==> config.mk <==
export PLATFORM = sky130hd
export DESIGN_NAME = prescaled_compare_timer
export DESIGN_NICKNAME = d
export VERILOG_FILES = /design/src/design/pct_pkg.sv /design/src/design/prescaled_compare_timer.sv /design/src/design/pct_step_unit.sv
export VERILOG_INCLUDE_DIRS = /design/src /design/src/design
export SDC_FILE = /design/constraint.sdc
export NUM_CORES = 1
export LEC_CHECK = 0
export BUFFER_PORTS_ARGS = -buffer_cell sky130_fd_sc_hd__clkbuf_2
export CAP_MARGIN = 15
export CORE_MARGIN = 1
export CORE_UTILIZATION = 61
export CTS_CLUSTER_DIAMETER = 120
export CTS_CLUSTER_SIZE = 20
export DETAILED_ROUTE_END_ITERATION = 6
export PLACE_DENSITY = 0.78
export SLEW_MARGIN = 20
export SYNTH_ARGS = -nofsm -noshare
export SYNTH_HDL_FRONTEND = slang
export SYNTH_HIERARCHICAL = 1
export SYNTH_SLANG_ARGS = --single-unit
==> constraint.sdc <==
create_clock -name clk -period 6.6 [get_ports clk]
set_input_delay 0.99 -clock clk [delete_from_list [all_inputs] [get_ports clk]]
set_output_delay 0.99 -clock clk [all_outputs]
set_load 0.03 [all_outputs]
==> src/design/prescaled_compare_timer_assert.svh <==
// Assertion macros for the prescaled compare timer.
// Expects clk and rst_n in the scope of use; empty under SYNTHESIS.
`ifndef PRESCALED_COMPARE_TIMER_ASSERT_SVH
`define PRESCALED_COMPARE_TIMER_ASSERT_SVH
`ifndef SYNTHESIS
`define PCT_ASSERT_ALWAYS(lbl, cond) \
  lbl: assert property (@(posedge clk) disable iff (!rst_n) (cond)) \
    else $error("pct assertion failed");
`define PCT_ASSERT_IMPLY(lbl, ante, cons) \
  lbl: assert property (@(posedge clk) disable iff (!rst_n) (ante) |-> (cons)) \
    else $error("pct assertion failed");
`define PCT_ASSERT_NEXT(lbl, ante, cons) \
  lbl: assert property (@(posedge clk) disable iff (!rst_n) (ante) |=> (cons)) \
    else $error("pct assertion failed");
`else
`define PCT_ASSERT_ALWAYS(lbl, cond)
`define PCT_ASSERT_IMPLY(lbl, ante, cons)
`define PCT_ASSERT_NEXT(lbl, ante, cons)
`endif
`endif

==> src/design/pct_pkg.sv <==
// Shared constants, codes and types of the prescaled compare timer.
// No dependencies.
`default_nettype none
package pct_pkg;

  localparam int unsigned PRESCALE_DIVIDER = 384;
  localparam int unsigned RESTART_DELAY    = 3;
  localparam int unsigned COUNT_BITS       = 16;
  localparam int unsigned DATA_BITS        = 16;
  localparam int unsigned CYCLE_BITS       = 16;
  localparam int unsigned ACC_BITS         = 9;
  localparam int unsigned TOTAL_BITS       = 17;

  localparam logic [1:0] OP_READ    = 2'd0;
  localparam logic [1:0] OP_WRITE   = 2'd1;
  localparam logic [1:0] OP_ADVANCE = 2'd2;

  localparam logic [2:0] REG_CTRL  = 3'd0;
  localparam logic [2:0] REG_COUNT = 3'd1;
  localparam logic [2:0] REG_CMP0  = 3'd2;
  localparam logic [2:0] REG_CMP1  = 3'd3;

  localparam int unsigned CTRL_ENABLE  = 0;
  localparam int unsigned CTRL_RUNNING = 1;
  localparam int unsigned CTRL_RESTART = 2;

  localparam logic [COUNT_BITS-1:0] COUNT_MASK = {COUNT_BITS{1'b1}};

  typedef struct packed {
    logic                  more;
    logic [TOTAL_BITS-1:0] total_nxt;
    logic [COUNT_BITS-1:0] count_nxt;
    logic                  hit0;
    logic                  hit1;
  } step_t;

endpackage
`default_nettype wire

==> src/design/prescaled_compare_timer.sv <==
// Prescaled compare timer: four registers, read/write/advance words, one result each.
// Uses pct_pkg, pct_step_unit and prescaled_compare_timer_assert.svh.
//
// A read, a write, an unknown op or an advance that does not run loads its
// result into the output register from ST_IDLE; a running advance goes to
// ST_TICK, where the single subtract-and-increment step unit handles one
// prescaled tick per cycle. A new word is taken only once the output register
// is free, that is when no result is held or the held one leaves in the same
// cycle, and never while the block is busy with an advance.
`default_nettype none
module prescaled_compare_timer (
  input  wire logic                              clk,
  input  wire logic                              rst_n,
  input  wire logic                              in_valid,
  output logic                                   in_ready,
  input  wire logic [1:0]                        in_op,
  input  wire logic [2:0]                        in_reg_index,
  input  wire logic [pct_pkg::DATA_BITS-1:0]     in_write_data,
  input  wire logic [pct_pkg::CYCLE_BITS-1:0]    in_cycle_count,
  output logic                                   out_valid,
  input  wire logic                              out_ready,
  output logic [pct_pkg::DATA_BITS-1:0]          out_read_data,
  output logic                                   out_irq_compare0,
  output logic                                   out_irq_compare1,
  output logic                                   out_active
);
  import pct_pkg::*;

  `include "prescaled_compare_timer_assert.svh"

  localparam logic [0:0] ST_IDLE = 1'b0;
  localparam logic [0:0] ST_TICK = 1'b1;

  logic [0:0]            state_r, state_nxt;
  logic                  enable_r, enable_nxt;
  logic                  running_r, running_nxt;
  logic                  waiting_r, waiting_nxt;
  logic [1:0]            left_r, left_nxt;
  logic [COUNT_BITS-1:0] count_r, count_nxt;
  logic [COUNT_BITS-1:0] cmp0_r, cmp0_nxt;
  logic [COUNT_BITS-1:0] cmp1_r, cmp1_nxt;
  logic [ACC_BITS-1:0]   acc_r, acc_nxt;
  logic [TOTAL_BITS-1:0] total_r, total_nxt;
  logic                  hit0_r, hit0_nxt;
  logic                  hit1_r, hit1_nxt;
  logic                  out_valid_r, out_valid_nxt;
  logic [DATA_BITS-1:0]  out_data_r, out_data_nxt;
  logic                  out_irq0_r, out_irq0_nxt;
  logic                  out_irq1_r, out_irq1_nxt;
  logic                  out_active_r, out_active_nxt;

  step_t                 step;
  logic                  out_free;
  logic                  in_fire;
  logic                  load;
  logic                  run_eff;
  logic [ACC_BITS-1:0]   acc_eff;
  logic [CYCLE_BITS-1:0] cyc_eff;
  logic [DATA_BITS-1:0]  rd_data;

  pct_step_unit u_step (
    .total (total_r),
    .count (count_r),
    .cmp0  (cmp0_r),
    .cmp1  (cmp1_r),
    .step  (step)
  );

  assign out_free  = !out_valid_r || out_ready;
  assign in_ready  = (state_r == ST_IDLE) && out_free;
  assign in_fire   = in_valid && in_ready;

  assign out_valid        = out_valid_r;
  assign out_read_data    = out_data_r;
  assign out_irq_compare0 = out_irq0_r;
  assign out_irq_compare1 = out_irq1_r;
  assign out_active       = out_active_r;

  always_comb begin
    case (in_reg_index)
      REG_CTRL:  rd_data = DATA_BITS'({running_r, enable_r});
      REG_COUNT: rd_data = DATA_BITS'(count_r);
      REG_CMP0:  rd_data = DATA_BITS'(cmp0_r);
      REG_CMP1:  rd_data = DATA_BITS'(cmp1_r);
      default:   rd_data = '0;
    endcase
  end

  always_comb begin
    state_nxt      = state_r;
    enable_nxt     = enable_r;
    running_nxt    = running_r;
    waiting_nxt    = waiting_r;
    left_nxt       = left_r;
    count_nxt      = count_r;
    cmp0_nxt       = cmp0_r;
    cmp1_nxt       = cmp1_r;
    acc_nxt        = acc_r;
    total_nxt      = total_r;
    hit0_nxt       = hit0_r;
    hit1_nxt       = hit1_r;
    out_valid_nxt  = out_valid_r && !out_ready;
    out_data_nxt   = out_data_r;
    out_irq0_nxt   = out_irq0_r;
    out_irq1_nxt   = out_irq1_r;
    out_active_nxt = out_active_r;
    load           = 1'b0;
    run_eff        = running_r;
    acc_eff        = acc_r;
    cyc_eff        = in_cycle_count;

    case (state_r)
      ST_IDLE: begin
        if (in_fire) begin
          case (in_op)
            OP_READ: begin
              load         = 1'b1;
              out_data_nxt = rd_data;
              out_irq0_nxt = 1'b0;
              out_irq1_nxt = 1'b0;
            end
            OP_WRITE: begin
              load         = 1'b1;
              out_data_nxt = '0;
              out_irq0_nxt = 1'b0;
              out_irq1_nxt = 1'b0;
              case (in_reg_index)
                REG_CTRL: begin
                  if (!in_write_data[CTRL_ENABLE]) begin
                    enable_nxt  = 1'b0;
                    running_nxt = 1'b0;
                    left_nxt    = '0;
                    waiting_nxt = 1'b0;
                  end else if (in_write_data[CTRL_RESTART]) begin
                    enable_nxt  = 1'b1;
                    running_nxt = 1'b0;
                    left_nxt    = 2'(RESTART_DELAY);
                    waiting_nxt = 1'b1;
                  end else begin
                    enable_nxt  = 1'b1;
                  end
                end
                REG_CMP0: cmp0_nxt = COUNT_BITS'(in_write_data);
                REG_CMP1: cmp1_nxt = COUNT_BITS'(in_write_data);
                default: ;
              endcase
            end
            OP_ADVANCE: begin
              if (waiting_r) begin
                if (in_cycle_count < CYCLE_BITS'(left_r)) begin
                  left_nxt = left_r - in_cycle_count[1:0];
                  run_eff  = 1'b0;
                end else begin
                  cyc_eff     = in_cycle_count - CYCLE_BITS'(left_r);
                  count_nxt   = '0;
                  acc_eff     = '0;
                  left_nxt    = '0;
                  waiting_nxt = 1'b0;
                  running_nxt = 1'b1;
                  run_eff     = 1'b1;
                end
              end
              if (run_eff) begin
                total_nxt = TOTAL_BITS'(acc_eff) + TOTAL_BITS'(cyc_eff);
                hit0_nxt  = 1'b0;
                hit1_nxt  = 1'b0;
                state_nxt = ST_TICK;
              end else begin
                load         = 1'b1;
                out_data_nxt = '0;
                out_irq0_nxt = 1'b0;
                out_irq1_nxt = 1'b0;
              end
            end
            default: begin
              load         = 1'b1;
              out_data_nxt = '0;
              out_irq0_nxt = 1'b0;
              out_irq1_nxt = 1'b0;
            end
          endcase
        end
      end
      ST_TICK: begin
        if (step.more) begin
          total_nxt = step.total_nxt;
          count_nxt = step.count_nxt;
          hit0_nxt  = hit0_r | step.hit0;
          hit1_nxt  = hit1_r | step.hit1;
        end else begin
          if (out_free) begin
            acc_nxt      = total_r[ACC_BITS-1:0];
            running_nxt  = (count_r != COUNT_MASK);
            load         = 1'b1;
            out_data_nxt = '0;
            out_irq0_nxt = hit0_r;
            out_irq1_nxt = hit1_r;
            state_nxt    = ST_IDLE;
          end
        end
      end
      default: state_nxt = ST_IDLE;
    endcase

    if (load) begin
      out_valid_nxt  = 1'b1;
      out_active_nxt = waiting_nxt | running_nxt;
    end
  end

  always_ff @(posedge clk) begin
    if (!rst_n) begin
      state_r     <= ST_IDLE;
      enable_r    <= 1'b0;
      running_r   <= 1'b0;
      waiting_r   <= 1'b0;
      left_r      <= '0;
      count_r     <= '0;
      cmp0_r      <= COUNT_MASK;
      cmp1_r      <= COUNT_MASK;
      acc_r       <= '0;
      out_valid_r <= 1'b0;
    end else begin
      state_r     <= state_nxt;
      enable_r    <= enable_nxt;
      running_r   <= running_nxt;
      waiting_r   <= waiting_nxt;
      left_r      <= left_nxt;
      count_r     <= count_nxt;
      cmp0_r      <= cmp0_nxt;
      cmp1_r      <= cmp1_nxt;
      acc_r       <= acc_nxt;
      out_valid_r <= out_valid_nxt;
    end
  end

  always_ff @(posedge clk) begin
    total_r      <= total_nxt;
    hit0_r       <= hit0_nxt;
    hit1_r       <= hit1_nxt;
    out_data_r   <= out_data_nxt;
    out_irq0_r   <= out_irq0_nxt;
    out_irq1_r   <= out_irq1_nxt;
    out_active_r <= out_active_nxt;
  end

  `PCT_ASSERT_IMPLY(a_tick_running, state_r == ST_TICK, running_r && !waiting_r)
  `PCT_ASSERT_IMPLY(a_acc_range, state_r == ST_IDLE, acc_r < ACC_BITS'(PRESCALE_DIVIDER))
  `PCT_ASSERT_NEXT(a_short_word, in_fire && in_op != OP_ADVANCE, out_valid_r)
  `PCT_ASSERT_ALWAYS(a_run_needs_enable, !(running_r || waiting_r) || enable_r)

endmodule
`default_nettype wire

==> src/design/pct_step_unit.sv <==
// One prescaler step: take a divider's worth of cycles off the total and
// advance the count unless it is terminal. Uses pct_pkg.
`default_nettype none
module pct_step_unit (
  input  wire logic [pct_pkg::TOTAL_BITS-1:0] total,
  input  wire logic [pct_pkg::COUNT_BITS-1:0] count,
  input  wire logic [pct_pkg::COUNT_BITS-1:0] cmp0,
  input  wire logic [pct_pkg::COUNT_BITS-1:0] cmp1,
  output pct_pkg::step_t                      step
);
  import pct_pkg::*;

  logic [COUNT_BITS-1:0] count_inc;
  logic                  can_tick;

  always_comb begin
    count_inc      = count + COUNT_BITS'(1);
    can_tick       = (count != COUNT_MASK);
    step.more      = (total >= TOTAL_BITS'(PRESCALE_DIVIDER));
    step.total_nxt = total - TOTAL_BITS'(PRESCALE_DIVIDER);
    step.count_nxt = can_tick ? count_inc : count;
    step.hit0      = step.more && can_tick && (count_inc == cmp0);
    step.hit1      = step.more && can_tick && (count_inc == cmp1);
  end

endmodule
`default_nettype wire

Yosys cells after proc, flatten, opt, wreduce, memory -nomap -nowiden:

Cells that the tools add are included.

* bits in registers: 102
* latch bits: 0
* memory bits (writable): 0
* memory bits (read-only): 0
* input port bits: 41
* output and inout bits: 21
* logic and storage cells: 158
* memories: 0

* add/sub/neg operators: 5
* multipliers: 0
* divide/modulo/power cells: 0
* $lt $le $gt $ge: 2
* equal/unequal tests: 21
* shift operators: 0
* multiplexer cells: 88
* bitwise logic cells: 5
* reduce and logical (&&, ||, !) cells: 20

Operators by type and width (count)
* $mux 16: 15
* $pmux 16 s2: 3
* $mux 17: 4
* $pmux 16 s4: 1
* $mux 9: 5
* $mux 1: 44
* $pmux 17 s2: 1
* $eq 16x16->1: 2
* $reduce_and 4->1: 5
* $pmux 1 s2: 9
* $add 9x16->17: 1
* $ge 17x9->1 const B: 1
* $sub 17x9->17 const B: 1
* $add 16x1->16 const B: 1
* $lt 16x2->1: 1
* $ne 16x16->1 const B: 1
* $sub 16x2->16: 1
* $ne 2x2->1 const B: 6
* $reduce_and 6->1: 2
* $mux 2: 5
* $ne 2x1->1 const B: 5
* $eq 3x2->1 const B: 2
* $logic_and 1x1->1: 6
* $ne 3x3->1 const B: 2
* 13 further kinds: 17

Depth between registers and ports, before layout:

* word-level depth: 11
* mapped depth: 19
* gate-level depth less buffers: 18

Cells and area by module:

Netlist, hierarchy kept.

By module, submodules not included
* prescaled_compare_timer: instances 1, cells each 589, area each 5352.6 um^2, seq. area each 2422.3 um^2
* pct_step_unit: instances 1, cells each 225, area each 1554.0 um^2, seq. area each 0.0 um^2

Worst setup path before layout:

Ideal clock, no wire load.

* path kind: input to register
* start: input in_cycle_count[0] (netlist name)
* end: register total_r[12] (data pin)
* library setup time: 0.260 ns
* arrival time: 4.614 ns
* data required time: 6.340 ns
* setup slack: 1.726 ns
* cell stages on the path: 18
* buffers on the path: 1
* cell sequence: inv_1 ha_1 inv_1 fa_1 nor4_1 nand3b_1 o21ai_0 clkbuf_1 o21ai_0 ha_1 fa_1 a21oi_1 o21ai_0 o22ai_1 o21ba_2 nor2_1 xnor2_1 mux2_2

* longest elaborated chain between the ends: 11
* elaborated cells between the ends (all ways): 17
* classes of those cells: add/sub (2); order compare (1); mux (14)

RTL lines
* start: declaration: line prescaled_compare_timer.sv:19 `input wire logic [pct_pkg::CYCLE_BITS-1:0] in_cycle_count,`
* $sub 16x2->16 / $lt 16x2->1 (equally long branches): line prescaled_compare_timer.sv:154, prescaled_compare_timer.sv:150
* $mux 16 / $mux 9 (equally long branches): line prescaled_compare_timer.sv:150 `if (in_cycle_count < CYCLE_BITS'(left_r)) begin`
* $mux 16 / $mux 9 (equally long branches): line prescaled_compare_timer.sv:149 `if (waiting_r) begin`
* $mux 16 / $mux 9 (equally long branches): line prescaled_compare_timer.sv:115 `case (in_op)`
* $mux 16 / $mux 9 (equally long branches): line prescaled_compare_timer.sv:114 `if (in_fire) begin`
* $mux 16 / $mux 9 (equally long branches): line prescaled_compare_timer.sv:112 `case (state_r)`
* $add 9x16->17 *: line prescaled_compare_timer.sv:164 `total_nxt = TOTAL_BITS'(acc_eff) + TOTAL_BITS'(cyc_eff);`
* $mux 17 *: line prescaled_compare_timer.sv:163 `if (run_eff) begin`
* $mux 17 *: line prescaled_compare_timer.sv:115
* $mux 17 *: line prescaled_compare_timer.sv:114
* $pmux 17 s2 *: line prescaled_compare_timer.sv:112
* via total_nxt[12]: line prescaled_compare_timer.sv:43 `logic [TOTAL_BITS-1:0] total_r, total_nxt;`
* end signal: assignment: line prescaled_compare_timer.sv:238 `total_r <= total_nxt;`
* end: declaration: line prescaled_compare_timer.sv:43

Mark *: on every way through the listed nets, which the timed path passes. The rest lies on a longest branch. The select of a mux whose other input is x is not followed.
A chain may end at the register's enable or synchronous reset.

Worst setup path after layout:

Same ends and word-level chain as after synthesis.

==> run summary <==
The run finished with clean final reports. The adder-cell area share of the yosys netlist is 3.66%. Synthesis handed over a netlist of 814 instances. After synthesis the cells add up to 0.00691 mm². The final-report max-slew violation count is 0.

CTS saw 102 sinks. The number of antenna violations at the first check in global routing is 0. The commonest cells after synthesis are 147 x nand2_1, 64 x dfxtp_1, 48 x nand3_1, 44 x nor2_1, 43 x xnor2_1. Wires add up to about 18,000 µm. The number of maximum-capacitance constraint violations is 0. The critical path start-end classification is in -> reg. After synthesis, the largest family of logic cells by area is simple AND/OR/NAND/NOR gates. The count of nets after finishing came out at 893. The die extent in x is 108 µm. The number of buffers created by CTS came out at 9. The final global-route overflow total came out at 0. Summing the areas of all compound-gate instances in the mapped netlist gives 15.4% of the synthesized area. The die covers 0.0118 mm². The level count of the clock H-tree came out at 3. The share of synthesized area spent on multiplexers came out at around 4.3%. Using the TritonRoute via totals, the vias-per-cell ratio works out to approximately 6.4.

The maximum number of pins on one net before global-route repair came out at 65. TritonCTS built the clock tree. The clock-pin slew of the registers on the worst-case setup and hold paths came out at 70 ps. Setup violations remaining at the end of the flow were counted as 0. The kind of end point of the critical path is a flip-flop.

The total global-route track usage is 32.2%. The area share of the leading cell type in the synthesized netlist came out at 18.6%. The post-detailed-route wirelength per cell came out at 18.7 µm. The ratio of final minimum period to clock period is roughly 80%. The maximum resistive drop on vdd is 110 µV. After detailed placement, the design holds a cell count of 962. The count of yosys warnings during synthesis is 6. The initial core utilization is 63.2%. The critical path goes through clkbuf_2 -> inv_1 -> ha_1 -> inv_1 -> fa_1 -> nor4_1 -> nand3b_1 -> o21ai_0 -> buf_4 -> o21ai_0 -> ha_1 -> fa_1 -> a21oi_1 -> o21ai_0 -> o22ai_1 -> o21ba_2 -> nor2_1 -> xnor2_1 -> mux2_2. The number of buffer cells added on primary ports is 61. The cell sitting at the root of the clock tree is a clkbuf_16. The via count of the first global-routing pass is 5,736.

The count of filler cells inserted in the layout came out at 904. The fraction of synthesized cell area in xor and xnor cells is 9.06%. The placeable core area is 0.0109 mm².

The maximum net fanout on the critical path is 15. The worst slew slack as a fraction of its limit came out at 29.4%. The hold buffer count at CTS came out at 0. The worst setup path is launched from an input port. Ranked by total cell area, the synthesized netlist is headed by dfxtp_1 19%, edfxtp_1 17%, nand2_1 8.0%. The number of antenna diodes came out at 0. The clock insertion delay at the later pin of the skew report is 350 ps.

Counting cells, the worst reg-to-reg path comes to 17. The highest attainable clock frequency came out at 0.195 GHz. The mean cell area of the mapped netlist is 8.48 µm². The fraction of layout instances using a drive strength above 1 is 14.6%.

The count of routing violations after the opening detailed-route iteration came out at ~780. After synthesis, the share of flip-flops with an asynchronous set or reset is 0%. The post-synth net total is 874. The count of antenna-violating nets left after detailed routing came out at 0.

The clock passes through at most 2 buffers. STA puts the critical path data arrival time at 5230 ps. The final total negative setup slack came out at 0 ps. Detailed placement ended at an HPWL of 13,100 µm. For this run, design rule violations remaining after detail routing come to 0. The synthesized design contains 102 register bits. Registers take 0.00242 mm². The multi-input combinational cell area came out at 0.00413 mm². dfxtp_1 takes more of the synthesized area than any other cell.

The via count is 6,270. The total setup buffers inserted after CTS is 0. The first global-routing pass estimated 29,200 µm of wire.

The flip-flop cell with the highest count after synthesis is dfxtp_1. The largest incremental delay on the critical path is ~560 ps. After clock tree synthesis, the repair step resized 0 gates.

By instance count, the leading cell after synthesis is nand2_1. The number of unique standard cell types used by synthesis is 77. The layout-stage area growth over the synthesis result is 7.83%. The area fraction in and, or, nand and nor cells after synthesis came out at between 20% and 30%. The number of hold violations in the final report came out at 0. The slew at the pin closest to its max-slew limit is 1060 ps. The worst hold slack across all endpoints came out at 473 ps. The number of placed I/O pins is 62.

The first detailed-routing pass took 5 iterations. The slowest stage of the critical path belongs to the cell nor4_1. The sequential share of the synthesized area came out at 35.1%. The maximum clock skew at final layout is 6.86 ps.

The floorplan step set the die height to about 110 µm. STA puts the critical path data required time at 6700 ps. Setup repair after global routing left no endpoint under its margin. The worst hold path belongs to the class reg -> reg. The reported leakage power is 2.91 nW. The cell repeated most along the worst path is o21ai_0. The finished layout holds slightly below 1,000 standard cells, fillers aside.

Dividing total power by cell area gives a power density of about 180 mW/mm². The cell row count is 38. The clock period could shrink to 5130 ps. Counting flops with a built-in enable in the synthesized netlist gives 38. The cell count of the worst hold path came out at 2. The routability congestion estimate came out at 0.982.
[critical path, delay by kind of cell]
family	cells	cell delay, ps
compound gates	6	1410
fa+ha+maj	4	1190
simple gates	3	770
buf+inv	4	450
mux	1	260
xor+xnor	1	140
[kinds of logic (layout without fill, tap and decap cells)]
logic type      Yosys count  after routing
compound gates          153            153
xor+xnor                 69             69
fa+ha+maj                19             19
buf+inv                  78            102
flops                   102            102
mux                      24             24
simple gates            369            369
[cell usage in the layout, fill, tap and decap left out, types with 4 or more instances in the layout]
cell type / instances
a21boi_0: 9
a21oi_1: 19
a22oi_1: 30
a31oi_1: 4
and2_1: 15
and3_1: 6
clkbuf_16: 9
clkbuf_2: 60
dfxtp_1: 64
edfxtp_1: 38
ha_1: 17
inv_1: 22
mux2_2: 19
nand2_1: 147
nand2b_1: 5
nand3_1: 48
nand4_1: 16
nor2_1: 44
nor2b_1: 25
nor3_1: 13
nor3b_1: 5
nor4_1: 13
nor4_4: 4
o211a_1: 5
o211ai_1: 8
o21ai_0: 33
o22ai_1: 4
o31ai_1: 6
or3_1: 4
or4_1: 5
xnor2_1: 43
xor2_1: 24
[per-stage QoR]
| step | instance area, µm² | util [%] | setup WS, ps | power [W] |
|---|---|---|---|---|
| after global placement | 7140 | 65.3 | 1410 | 0.000795 |
| after global routing | 7450 | 68.1 | 1110 | 0.00138 |
| after floorplan | 6910 | - | 1730 | 0.000757 |
| after CTS | 7450 | 68.1 | 1510 | 0.00134 |
| after detailed placement | 7140 | 65.3 | 1160 | 0.000798 |
| final | 7450 | 68.1 | 1470 | 0.00134 |
[area by class of cell]
class	count	area share (%)
clock buffers	10	3.07
clock inverters	6	1.02
inverters	22	1.11
multi-input cells	634	55.5
flip-flops and latches	102	32.5
well taps	140	2.35
repair buffers	64	4.40
[flip-flops by register name (all words and copies together), names as in the netlist, 2 cells and up]
name           flops
cmp0_r            16
left_r             2
count_r           16
total_r           17
acc_r              9
out_read_data     16
cmp1_r            16
[where the power goes]
group          internal [W]  switching, W  leakage (nW)
Sequential         0.000662    0.00000618         0.884
Clock              0.000302      0.000252         0.150
Combinational     0.0000425     0.0000752          1.87
[layer usage]
layer / vias to the layer above / share of wire [%] / global-route usage (%)
met1: 2945 / 46 / 48.0
li1: 2945 / - / -
met2: 336 / 42 / 45.8
met5: - / 0 / 0
met3: 44 / 10 / 5.79
met4: 0 / 2.3 / 12.5
[path summary, 6_finish.rpt]
kind / startpoint / endpoint / slack [ps]
hold / removal: acc_r[0] / acc_r[0] / 470
setup reg to reg: left_r[0] / total_r[12] / 1910
setup / recovery: in_cycle_count[0] / total_r[12] / 1470
hold reg to reg: acc_r[0] / acc_r[0] / 470
No activity file was read; power rests on OpenSTA's default activity.
